===== config.mk =====
export PLATFORM = sky130hd
export DESIGN_NAME = hex_wildcard_pattern_parser_core
export DESIGN_NICKNAME = d
export VERILOG_FILES = /design/src/hwp_pkg.sv /design/src/hwp_front.sv /design/src/hwp_back.sv /design/src/hwp_outq.sv /design/src/hex_wildcard_pattern_parser_core.sv
export SDC_FILE = /design/constraint.sdc
export NUM_CORES = 1
export LEC_CHECK = 0
export BUFFER_PORTS_ARGS = -buffer_cell sky130_fd_sc_hd__buf_2
export CAP_MARGIN = 10
export CORE_ASPECT_RATIO = 0.6
export CORE_MARGIN = 2
export CORE_UTILIZATION = 60
export CTS_BUF_LIST = sky130_fd_sc_hd__clkbuf_8
export DETAILED_ROUTE_END_ITERATION = 7
export PLACE_DENSITY = 0.86
export SETUP_SLACK_MARGIN = 0.5
export SLEW_MARGIN = 20
export SYNTH_ARGS = -nofsm -noshare
export SYNTH_HDL_FRONTEND = slang
export SYNTH_SLANG_ARGS = --single-unit

===== constraint.sdc =====
create_clock -name clk_i -period 4.6 [get_ports clk_i]
set_clock_uncertainty 0.1 [all_clocks]
set_input_delay 0.46 -clock clk_i [delete_from_list [all_inputs] [get_ports clk_i]]
set_output_delay 0.46 -clock clk_i [all_outputs]
set_load 0.03 [all_outputs]

===== src/hwp_pkg.sv =====
// shared types, codes and constants of the hex wildcard pattern parser
package hwp_pkg;

  // default bound on the configured capacity
  localparam int unsigned MAX_CAPACITY_DEF = 4096;
  // capacity after reset
  localparam int unsigned CAP_RESET = 256;

  // field widths
  localparam int unsigned CHAR_W  = 8;
  localparam int unsigned KIND_W  = 2;
  localparam int unsigned BYTE_W  = 8;
  localparam int unsigned TOTAL_W = 13;

  // result kinds
  localparam logic [KIND_W-1:0] KIND_BYTE = 2'd0;
  localparam logic [KIND_W-1:0] KIND_END  = 2'd1;
  localparam logic [KIND_W-1:0] KIND_BAD  = 2'd2;

  // character classes from the front decode
  localparam logic [1:0] CLS_NIB = 2'd0;
  localparam logic [1:0] CLS_SEP = 2'd1;
  localparam logic [1:0] CLS_NUL = 2'd2;
  localparam logic [1:0] CLS_BAD = 2'd3;

  // back-end phases
  localparam logic [1:0] PH_IDLE    = 2'd0;
  localparam logic [1:0] PH_HELD    = 2'd1;
  localparam logic [1:0] PH_DISCARD = 2'd2;

  // special characters
  localparam logic [CHAR_W-1:0] CH_NUL   = 8'h00;
  localparam logic [CHAR_W-1:0] CH_SPACE = 8'h20;
  localparam logic [CHAR_W-1:0] CH_TAB   = 8'h09;
  localparam logic [CHAR_W-1:0] CH_WILD  = 8'h3F;

  // output queue depth, room for two results per back step
  localparam int unsigned OQ_DEPTH = 4;
  localparam int unsigned OQ_PTR_W = $clog2(OQ_DEPTH);

  // classified character
  typedef struct packed {
    logic [1:0] cls;
    logic [3:0] nib;
    logic       wild;
  } item_t;

  // one result
  typedef struct packed {
    logic [KIND_W-1:0]  kind;
    logic [BYTE_W-1:0]  value;
    logic [BYTE_W-1:0]  mask;
    logic [TOTAL_W-1:0] total;
    logic               last;
  } res_t;

  // results written by one back step
  typedef struct packed {
    logic [1:0] num;
    res_t       r0;
    res_t       r1;
  } oq_wr_t;

endpackage


===== src/hwp_front.sv =====
// front end: accepts characters, classifies them and queues them for the back end
module hwp_front (
  input  logic                      clk_i,
  input  logic                      rst_ni,
  input  logic                      in_valid_i,
  output logic                      in_ready_o,
  input  logic [hwp_pkg::CHAR_W-1:0] char_in_i,
  output logic                      head_valid_o,
  output hwp_pkg::item_t            head_o,
  input  logic                      pop_i
);

  hwp_pkg::item_t item;
  hwp_pkg::item_t q_q [2];
  logic           wptr_q, rptr_q;
  logic [1:0]     cnt_q;
  logic           push;

  // nibble and separator decode
  always_comb begin
    item = '{cls: hwp_pkg::CLS_BAD, nib: 4'd0, wild: 1'b0};
    if (char_in_i == hwp_pkg::CH_NUL) begin
      item.cls = hwp_pkg::CLS_NUL;
    end else if (char_in_i == hwp_pkg::CH_SPACE || char_in_i == hwp_pkg::CH_TAB) begin
      item.cls = hwp_pkg::CLS_SEP;
    end else if (char_in_i == hwp_pkg::CH_WILD) begin
      item.cls  = hwp_pkg::CLS_NIB;
      item.wild = 1'b1;
    end else if (char_in_i >= 8'h30 && char_in_i <= 8'h39) begin
      item.cls = hwp_pkg::CLS_NIB;
      item.nib = char_in_i[3:0];
    end else if ((char_in_i >= 8'h61 && char_in_i <= 8'h66) ||
                 (char_in_i >= 8'h41 && char_in_i <= 8'h46)) begin
      item.cls = hwp_pkg::CLS_NIB;
      item.nib = 4'(char_in_i[2:0] + 3'd1) + 4'd8;
    end
  end

  assign in_ready_o   = (cnt_q != 2'd2);
  assign push         = in_valid_i && in_ready_o;
  assign head_valid_o = (cnt_q != 2'd0);
  assign head_o       = q_q[rptr_q];

  // two-entry queue storage
  always_ff @(posedge clk_i) begin
    if (push) begin
      q_q[wptr_q] <= item;
    end
  end

  // queue pointers and fill count
  always_ff @(posedge clk_i or negedge rst_ni) begin
    if (!rst_ni) begin
      wptr_q <= 1'b0;
      rptr_q <= 1'b0;
      cnt_q  <= 2'd0;
    end else begin
      if (push) begin
        wptr_q <= ~wptr_q;
      end
      if (pop_i) begin
        rptr_q <= ~rptr_q;
      end
      cnt_q <= cnt_q + 2'(push) - 2'(pop_i);
    end
  end

endmodule


===== src/hwp_back.sv =====
// back end: token state machine that turns classified items into results
module hwp_back (
  input  logic                        clk_i,
  input  logic                        rst_ni,
  input  logic [hwp_pkg::TOTAL_W-1:0] cap_i,
  input  logic                        head_valid_i,
  input  hwp_pkg::item_t              head_i,
  output logic                        pop_o,
  input  logic                        room_i,
  output hwp_pkg::oq_wr_t             wr_o
);

  logic [1:0]                  phase_q, phase_d;
  logic [3:0]                  nib_q, nib_d;
  logic                        wild_q, wild_d;
  logic [hwp_pkg::TOTAL_W-1:0] cnt_q, cnt_d;
  logic                        full;
  logic [hwp_pkg::TOTAL_W-1:0] cnt_inc;
  logic [7:0]                  tok_val, tok_msk;
  hwp_pkg::res_t               r_byte, r_end_inc, r_end, r_bad;

  assign pop_o   = head_valid_i && room_i;
  assign full    = (cnt_q >= cap_i);
  assign cnt_inc = cnt_q + 1'b1;

  // token value and mask, lone nibble or pair
  always_comb begin
    if (head_i.cls == hwp_pkg::CLS_NIB) begin
      tok_val = {nib_q, head_i.nib};
      tok_msk = {wild_q ? 4'h0 : 4'hF, head_i.wild ? 4'h0 : 4'hF};
    end else begin
      tok_val = wild_q ? 8'h00 : {4'h0, nib_q};
      tok_msk = wild_q ? 8'h00 : 8'hFF;
    end
  end

  // result templates
  assign r_byte    = '{kind: hwp_pkg::KIND_BYTE, value: tok_val, mask: tok_msk,
                       total: cnt_inc, last: 1'b0};
  assign r_end     = '{kind: hwp_pkg::KIND_END, value: 8'h00, mask: 8'h00,
                       total: cnt_q, last: 1'b1};
  assign r_end_inc = '{kind: hwp_pkg::KIND_END, value: 8'h00, mask: 8'h00,
                       total: cnt_inc, last: 1'b1};
  assign r_bad     = '{kind: hwp_pkg::KIND_BAD, value: 8'h00, mask: 8'h00,
                       total: cnt_q, last: 1'b1};

  // next state and results for the item at the head
  always_comb begin
    phase_d   = phase_q;
    nib_d     = nib_q;
    wild_d    = wild_q;
    cnt_d     = cnt_q;
    wr_o.num  = 2'd0;
    wr_o.r0   = r_end;
    wr_o.r1   = r_end_inc;
    if (pop_o) begin
      case (phase_q)
        hwp_pkg::PH_DISCARD: begin
          if (head_i.cls == hwp_pkg::CLS_NUL) begin
            phase_d = hwp_pkg::PH_IDLE;
            cnt_d   = '0;
          end
        end
        hwp_pkg::PH_HELD: begin
          if (head_i.cls == hwp_pkg::CLS_BAD) begin
            wr_o.num = 2'd1;
            wr_o.r0  = r_bad;
            phase_d  = hwp_pkg::PH_DISCARD;
          end else begin
            // a token completes
            wr_o.num = 2'd1;
            if (full) begin
              wr_o.r0 = r_end;
              phase_d = hwp_pkg::PH_DISCARD;
            end else begin
              wr_o.r0 = r_byte;
              cnt_d   = cnt_inc;
              phase_d = hwp_pkg::PH_IDLE;
            end
            if (head_i.cls == hwp_pkg::CLS_NUL) begin
              if (!full) begin
                wr_o.num = 2'd2;
              end
              phase_d = hwp_pkg::PH_IDLE;
              cnt_d   = '0;
            end
          end
        end
        default: begin
          phase_d = hwp_pkg::PH_IDLE;
          case (head_i.cls)
            hwp_pkg::CLS_NUL: begin
              wr_o.num = 2'd1;
              wr_o.r0  = r_end;
              cnt_d    = '0;
            end
            hwp_pkg::CLS_BAD: begin
              wr_o.num = 2'd1;
              wr_o.r0  = r_bad;
              phase_d  = hwp_pkg::PH_DISCARD;
            end
            hwp_pkg::CLS_NIB: begin
              nib_d   = head_i.nib;
              wild_d  = head_i.wild;
              phase_d = hwp_pkg::PH_HELD;
            end
            default: begin
              phase_d = hwp_pkg::PH_IDLE;
            end
          endcase
        end
      endcase
    end
  end

  // state registers
  always_ff @(posedge clk_i or negedge rst_ni) begin
    if (!rst_ni) begin
      phase_q <= hwp_pkg::PH_IDLE;
      nib_q   <= 4'd0;
      wild_q  <= 1'b0;
      cnt_q   <= '0;
    end else begin
      phase_q <= phase_d;
      nib_q   <= nib_d;
      wild_q  <= wild_d;
      cnt_q   <= cnt_d;
    end
  end

endmodule


===== src/hwp_outq.sv =====
// output queue: takes up to two results a cycle, hands out one per item
module hwp_outq (
  input  logic            clk_i,
  input  logic            rst_ni,
  input  hwp_pkg::oq_wr_t wr_i,
  output logic            room_o,
  output logic            out_valid_o,
  input  logic            out_ready_i,
  output hwp_pkg::res_t   res_o
);

  localparam int unsigned PW = hwp_pkg::OQ_PTR_W;
  localparam int unsigned CW = PW + 1;

  hwp_pkg::res_t   mem_q [hwp_pkg::OQ_DEPTH];
  logic [PW-1:0]   wptr_q, rptr_q;
  logic [CW-1:0]   cnt_q;
  logic            pop;

  assign out_valid_o = (cnt_q != '0);
  assign pop         = out_valid_o && out_ready_i;
  assign res_o       = mem_q[rptr_q];
  assign room_o      = (cnt_q <= CW'(hwp_pkg::OQ_DEPTH - 2));

  // result storage, second result lands after the first
  always_ff @(posedge clk_i) begin
    if (wr_i.num != 2'd0) begin
      mem_q[wptr_q] <= wr_i.r0;
    end
    if (wr_i.num == 2'd2) begin
      mem_q[wptr_q + 1'b1] <= wr_i.r1;
    end
  end

  // pointers and fill count
  always_ff @(posedge clk_i or negedge rst_ni) begin
    if (!rst_ni) begin
      wptr_q <= '0;
      rptr_q <= '0;
      cnt_q  <= '0;
    end else begin
      wptr_q <= wptr_q + PW'(wr_i.num);
      if (pop) begin
        rptr_q <= rptr_q + 1'b1;
      end
      cnt_q <= cnt_q + CW'(wr_i.num) - CW'(pop);
    end
  end

endmodule


===== src/hex_wildcard_pattern_parser_core.sv =====
// top level of the hex wildcard pattern parser
// a character waits in the front queue; the back end writes its results into the output queue
// throughput: one character per cycle unless either queue holds it back; a NUL that closes a held token
//   writes two results, which leave the output queue one per cycle while out_ready_i is high
// the front queue (two items) and output queue (four results) decouple the two sides
// reset clears both queues and the token state and sets capacity to 256 (bounded by MAX_CAPACITY)
module hex_wildcard_pattern_parser_core #(
  parameter int unsigned MAX_CAPACITY = hwp_pkg::MAX_CAPACITY_DEF
) (
  input  logic                        clk_i,
  input  logic                        rst_ni,
  input  logic                        in_valid_i,
  output logic                        in_ready_o,
  input  logic [hwp_pkg::CHAR_W-1:0]  char_in_i,
  input  logic                        cfg_we_i,
  input  logic [hwp_pkg::TOTAL_W-1:0] cfg_data_i,
  output logic                        out_valid_o,
  input  logic                        out_ready_i,
  output logic [hwp_pkg::KIND_W-1:0]  kind_o,
  output logic [hwp_pkg::BYTE_W-1:0]  byte_value_o,
  output logic [hwp_pkg::BYTE_W-1:0]  byte_mask_o,
  output logic [hwp_pkg::TOTAL_W-1:0] byte_total_o,
  output logic                        last_o
);

  localparam int unsigned CapRst = (hwp_pkg::CAP_RESET > MAX_CAPACITY) ?
                                   MAX_CAPACITY : hwp_pkg::CAP_RESET;

  logic [hwp_pkg::TOTAL_W-1:0] cap_q, cap_d;
  logic                        head_valid, pop, room;
  hwp_pkg::item_t              head;
  hwp_pkg::oq_wr_t             wr;
  hwp_pkg::res_t               res;

  // capacity register, saturated on write
  always_comb begin
    cap_d = cap_q;
    if (cfg_we_i) begin
      cap_d = (32'(cfg_data_i) > 32'(MAX_CAPACITY)) ? hwp_pkg::TOTAL_W'(MAX_CAPACITY)
                                                    : cfg_data_i;
    end
  end

  always_ff @(posedge clk_i or negedge rst_ni) begin
    if (!rst_ni) begin
      cap_q <= hwp_pkg::TOTAL_W'(CapRst);
    end else begin
      cap_q <= cap_d;
    end
  end

  hwp_front u_front (
    .clk_i        (clk_i),
    .rst_ni       (rst_ni),
    .in_valid_i   (in_valid_i),
    .in_ready_o   (in_ready_o),
    .char_in_i    (char_in_i),
    .head_valid_o (head_valid),
    .head_o       (head),
    .pop_i        (pop)
  );

  hwp_back u_back (
    .clk_i        (clk_i),
    .rst_ni       (rst_ni),
    .cap_i        (cap_q),
    .head_valid_i (head_valid),
    .head_i       (head),
    .pop_o        (pop),
    .room_i       (room),
    .wr_o         (wr)
  );

  hwp_outq u_outq (
    .clk_i       (clk_i),
    .rst_ni      (rst_ni),
    .wr_i        (wr),
    .room_o      (room),
    .out_valid_o (out_valid_o),
    .out_ready_i (out_ready_i),
    .res_o       (res)
  );

  // result fields
  assign kind_o       = res.kind;
  assign byte_value_o = res.value;
  assign byte_mask_o  = res.mask;
  assign byte_total_o = res.total;
  assign last_o       = res.last;

endmodule


* After elaboration in Yosys (flattened, before gate mapping)
Memory sizes are Yosys's and may differ from the RTL's.
Index checks and enable logic that the tools add are counted.
** Operators by class
- $add $sub $neg :: 10
- Magnitude comparators :: 9
- Equality and inequality tests :: 12
- Mux-type cells :: 40
- Bitwise operators :: 3
- Reduce and logical (&&, ||, !) cells :: 18
** Operators by type and width (count)
- 13-bit 2-to-1 mux :: 6
- 34-bit 2-to-1 mux :: 2
- 34-bit case mux with 2 select lines :: 1
- 33-bit case mux with 2 select lines :: 1
- 31-bit 2-to-1 mux :: 1
- 8-bit 2-to-1 mux :: 3
- 2-bit 2-to-1 mux :: 9
- 8-bit by 6-bit equality test with 1-bit output (second input constant) :: 2
- 8-bit by 7-bit greater-or-equal comparator with 1-bit output (second input constant) :: 2
- 8-bit by 7-bit less-or-equal comparator with 1-bit output (second input constant) :: 2
- 4-bit 2-to-1 mux :: 4
- 13-bit by 1-bit adder with 13-bit output (second input constant) :: 1
- 13-bit greater-or-equal comparator :: 1
- 13-bit > comparator (second input constant) :: 1
- 6-bit 2-to-1 mux :: 2
- 5-bit 2-to-1 mux :: 2
- 2-bit equality test (second input constant) :: 4
- 8-bit by 4-bit equality test with 1-bit output (second input constant) :: 1
- 8-bit by 6-bit greater-or-equal comparator with 1-bit output (second input constant) :: 1
- 8-bit by 6-bit less-or-equal comparator with 1-bit output (second input constant) :: 1
- 8-bit zero test :: 1
- 2-bit case mux with 2 select lines :: 2
- 1-bit 2-to-1 mux :: 7
- 1-bit logical AND :: 6
- other kinds (22) :: 29
** Word-level totals
- Bits in registers :: 44
- Memory bits (writable) :: 142
- Input port bits :: 26
- Output and inout port bits :: 34
- Logic and storage cells :: 105
- Memories :: 2
** Memory list
- u_outq.mem_q :: words 4, bits a word 32, rd ports 1, clocked after Yosys merged registers in 0, write ports 2, RTL line hwp_outq.sv:15 : hwp_pkg::res_t mem_q [hwp_pkg::OQ_DEPTH];
- u_front.q_q :: words 2, bits a word 7, rd ports 1, clocked after Yosys merged registers in 0, write ports 1, RTL line hwp_front.sv:14 : hwp_pkg::item_t q_q [2];

* Depth between registers and ports, before layout
An unclocked memory read counts as a cell.
- Depth after elaboration :: 10
- Gate-level depth with buffers :: 18
- Depth with buffers taken out :: 15

* Hierarchy
Synthesis repeated with hierarchy kept, for this count alone.
** Second synthesis, totals
- Cells, all modules :: 732
- Area total of the unflattened synthesis :: 10426.2 µm²
** By module, submodules not included
- hwp_outq :: times used 1, cells an instance 351, area each 6749.0 µm², sequential area each 4018.9 µm²
- hwp_back :: times used 1, cells an instance 258, area each 2117.0 µm², sequential area each 500.5 µm²
- hwp_front :: times used 1, cells an instance 69, area each 960.9 µm², sequential area each 520.5 µm²
- hex_wildcard_pattern_parser_core :: times used 1, cells an instance 54, area each 599.3 µm², sequential area each 326.6 µm²

* Worst setup path before layout
Ideal clock, no wire load.
- Path kind :: register to register
- From :: register cap_q[8] (netlist name)
- To :: register u_outq.cnt_q[2]
- Library setup time :: 123 ps
- Arrival time :: 3260 ps
- Required time :: 4377 ps
- Setup slack :: 1117 ps
- Cell stages (with the launch flop) :: 18
- Buffers on the path :: 2
- Clock period less this slack :: 3483 ps
- Cell sequence :: dfstp_2 inv_1 ha_1 a21oi_1 o21ai_1 o21ba_1 buf_6 nor3_1 buf_2 nand2_1 a32oi_1 ha_1 inv_1 ha_1 inv_1 fa_1 xor2_1 xnor2_1
** Between the ends
- Longest elaborated chain between the ends :: 8
** RTL lines
- from (decl) :: RTL line hex_wildcard_pattern_parser_core.sv:29 : logic [hwp_pkg::TOTAL_W-1:0] cap_q, cap_d;
- from (signal assigned) :: RTL line hex_wildcard_pattern_parser_core.sv:46 : cap_q <= hwp_pkg::TOTAL_W'(CapRst);
- from (signal assigned) :: RTL line hex_wildcard_pattern_parser_core.sv:48 : cap_q <= cap_d;
- 13-bit greater-or-equal comparator :: RTL line hwp_back.sv:23 : assign full = (cnt_q >= cap_i);
- 2-bit 2-to-1 mux :: RTL line hwp_back.sv:81 : if (!full) begin
- 2-bit 2-to-1 mux :: RTL line hwp_back.sv:80 : if (head_i.cls == hwp_pkg::CLS_NUL) begin
- 34-bit 2-to-1 mux :: RTL line hwp_back.sv:65 : if (head_i.cls == hwp_pkg::CLS_BAD) begin
- 34-bit case mux with 2 select lines :: RTL line hwp_back.sv:57 : case (phase_q)
- 34-bit 2-to-1 mux :: RTL line hwp_back.sv:56 : if (pop_o) begin
- 3-bit by 2-bit adder with 3-bit output :: RTL line hwp_outq.sv:46 : cnt_q <= cnt_q + CW'(wr_i.num) - CW'(pop);
- 3-bit by 1-bit subtractor with 3-bit output :: RTL line hwp_outq.sv:46
- to (signal assigned) :: RTL line hwp_outq.sv:46
- to (decl) :: RTL line hwp_outq.sv:17 : logic [CW-1:0] cnt_q;
No other way between the ends.
A chain may end at the register's enable or synchronous reset.

==> results.tsv <==
metric	value	unit
wl	21820	um
maxSlewViolCount	0	
hold_start	cfg_data_i[11]	
fillers	1070	
gp_congestion	0.9984	
stdcell_count	1056	
tightest_slew	1.036	ns
die_area	15160	sq um
post-route-min-period	3.644	ns
clock-sinks	162	
path_class	reg2reg	
grt_pass1_vias	6141	
cts-htree-levels	4	
crit_arrival	3.65	ns
initial_core_util	0.6179	
nets	905	
syn-cell-area	8496	sq um
synth.distinct_cells	77	
fin_tns_setup	0	ns
busiest_layer	met1	
antenna_found_initial	0	
grt_overflow	0	
synth_top_flop_cell	edfxtp_1	
vdd_drop_max	410.9	uV
synth_area_leaders	edfxtp_1, dfrtp_1, dfxtp_1, mux4_2, nand2_1	
critPathLaunchType	flip-flop	
routed_via_density	6.536	
syn_avg_cell_area	10.45	sq um
netlist_instances	813	
powerDensity	525.7	nW/um^2
insertion_delay	0.46	ns
crit_fanout	13	
area_delta_synth_final	8.910	%
drt_first_pass_iters	6	
crit_slowest_cell	dfrtp_1	
grt_max_degree	45	
whs_endpoint	cap_q[11]	
synth_edf_count	66	
end_kind	flip-flop	
drive_gt1_frac	0.1748	
yosysSeqAreaShare	0.4856	
ys_ff_latch	162	
drc	0	
relSlewSlack	0.3038	
io-pin-count	60	
r2r_setup_slack	0.96	ns
finalHoldViolations	0	
port_buffers	59	
cts_tree	built	
post_cts_buffers	0	
slowest_delay	0.60	ns
yosysWarnings	0	
fin_crit_sh	0.7921	
die_w	157.6	um
max_freq	274.5	MHz
grt_pass1_wl	34070	um
synth_top_area_share	0.2333	
critPathRequiredTime	4.60	ns
synth_nets	867	
rsz0062_at_grt	no	
use_met2	0.3964	
antenna_left	0	
num_vias	6902	
clk_pin_slew	0.09	ns
setup_viol	0	
cts_root_buf	clkbuf_8	
holdPathStages	3	
grtUsageMet1	0.4767	
async_reset_ff_frac	0.2716	
wl_per_cell	20.66	um
p_leak	3.553	nW
min_path_type	in2reg	
r2r-start	u_back.cnt_q[10]	
use_met3	0.1054	
num_rows	33	
drv_cap	0	
die_h	96.17	um
rr_endpoint	u_outq.mem_q[3][12]	
cts.path.max_buffers	2	
cts_buffers	17	
worstRegToRegCells	7	
placed_cells_incl_taps	1023	
track_usage	0.3040	
synth_top_cell_by_area	edfxtp_1	
dp_hpwl	15800	um
core-area	13750	sq um
crit_chain	ha_1 -> a211o_1 -> a21o_1 -> nor3_2 -> nand3_2 -> a2bb2oi_2 -> inv_1	
diodes	0	
status	completed	
first_iter_violations	1008	
## metal layers
metal  vias up  share of wire  wire [um]
li1       3082              -          -
met1      3274           0.46      10030
met2       493           0.38       8221
met3        53           0.15       3192
met4         0          0.017        378
met5         -              0          0
## sequential cells by signal, indices dropped and copies added (netlist names)
register,count
u_back.cnt_q,13
u_outq.cnt_q,3
u_outq.wptr_q,2
u_front.rptr_q,1
u_front.wptr_q,1
u_outq.rptr_q,2
u_back.phase_q,2
u_front.q_q,14
u_back.nib_q,4
u_outq.mem_q,104
u_back.wild_q,1
cap_q,13
u_front.cnt_q,2
## through the flow
| step | util | power [mW] | hold slack [ns] | worst slack (ns) | area, sq um |
|---|---|---|---|---|---|
| 6_report | 0.6729 | 4.865 | 0.1252 | 0.9564 | 9253 |
| 5_1_grt | 0.6729 | 5.102 | 0.1257 | 0.7886 | 9253 |
| 3_3_place_gp | 0.6426 | 3.725 | 0.3377 | 1.199 | 8835 |
| 2_1_floorplan | - | 3.310 | 0.06441 | 1.117 | 8496 |
| 3_5_place_dp | 0.6426 | 3.777 | 0.3472 | 1.054 | 8835 |
| 4_1_cts | 0.6720 | 4.832 | 0.09017 | 1.035 | 9240 |
## worst max path at each step
stage / start / end / depth (start not counted) / slack [ns]
2_1_floorplan: cap_q[8] / u_outq.cnt_q[2] / 17 / 1.12
3_3_place_gp: u_back.cnt_q[10] / u_outq.mem_q[3][6] / 7 / 1.20
3_5_place_dp: u_back.cnt_q[10] / u_outq.mem_q[3][6] / 7 / 1.05
4_1_cts: u_back.cnt_q[10] / u_outq.mem_q[3][12] / 7 / 1.03
5_1_grt: u_back.cnt_q[4] / u_outq.mem_q[3][12] / 7 / 0.79
6_report: u_back.cnt_q[10] / u_outq.mem_q[3][12] / 7 / 0.96
## what timing repair did
| action | CTS | global route |
|---|---|---|
| endpoints found under the setup margin | 0 | 0 |
| hold buffers | 0 | 1 |
| gates resized for setup | 0 | 0 |
| endpoints found under the hold margin | 0 | 43 |
## synthesized netlist by cell type (14+ instances only)
library cell / n
clkbuf_1: 24
dfxtp_1: 52
o2bb2ai_1: 23
buf_2: 14
a21oi_1: 42
nand2_1: 113
inv_1: 36
edfxtp_1: 66
ha_1: 27
nor2_1: 36
mux4_2: 26
o21ai_0: 45
nor3_1: 14
nand3_1: 54
dfrtp_1: 43
o22ai_1: 14
## placed cells by master, fill, tap and decap left out, drive strengths merged, types with 23 or more instances in the layout
| cell | instances |
|---|---|
| nand2 | 114 |
| buf | 68 |
| edfxtp | 66 |
| nand3 | 55 |
| o21ai | 55 |
| dfxtp | 52 |
| inv | 44 |
| a21oi | 43 |
| dfrtp | 43 |
| nor2 | 36 |
| ha | 27 |
| mux4 | 26 |
| o2bb2ai | 23 |
## worst max-delay path, delay by kind of cell, from the launching register on
kind | cells | cell delay [ns]
compound gates | 3 | 1.13
fa+ha+maj | 1 | 0.33
buf+inv | 1 | 0.43
flops | 1 | 0.60
simple gates | 2 | 0.69
## cell type report
type	count	area (sq um)	share of cell area
Timing Repair Buffer	69	375.4	0.04057
Inverter	36	135.1	0.01460
Multi-Input combinational cell	565	3970	0.4291
Clock inverter	15	171.4	0.01853
Tap cell	192	240.2	0.02596
Clock buffer	17	234.0	0.02529
Sequential cell	162	4126	0.4460
## cells by family after synthesis
group,after synthesis,synth area share
simple gates,274,0.1548
compound gates,206,0.1670
flops,162,0.4856
buf+inv,86,0.04713
mux,40,0.08586
fa+ha+maj,28,0.04212
xor+xnor,17,0.01753
## report_power, final
| part | leakage (nW) | total (mW) | internal [mW] | switching, mW |
|---|---|---|---|---|
| Combinational | 1.73 | 1.76 | 0.632 | 1.13 |
| Clock | 0.205 | 1.07 | 0.498 | 0.573 |
| Sequential | 1.62 | 2.03 | 1.75 | 0.282 |
| Total | 3.55 | 4.86 | 2.88 | 1.98 |
Note: power is estimated with default switching activity, not from simulation.
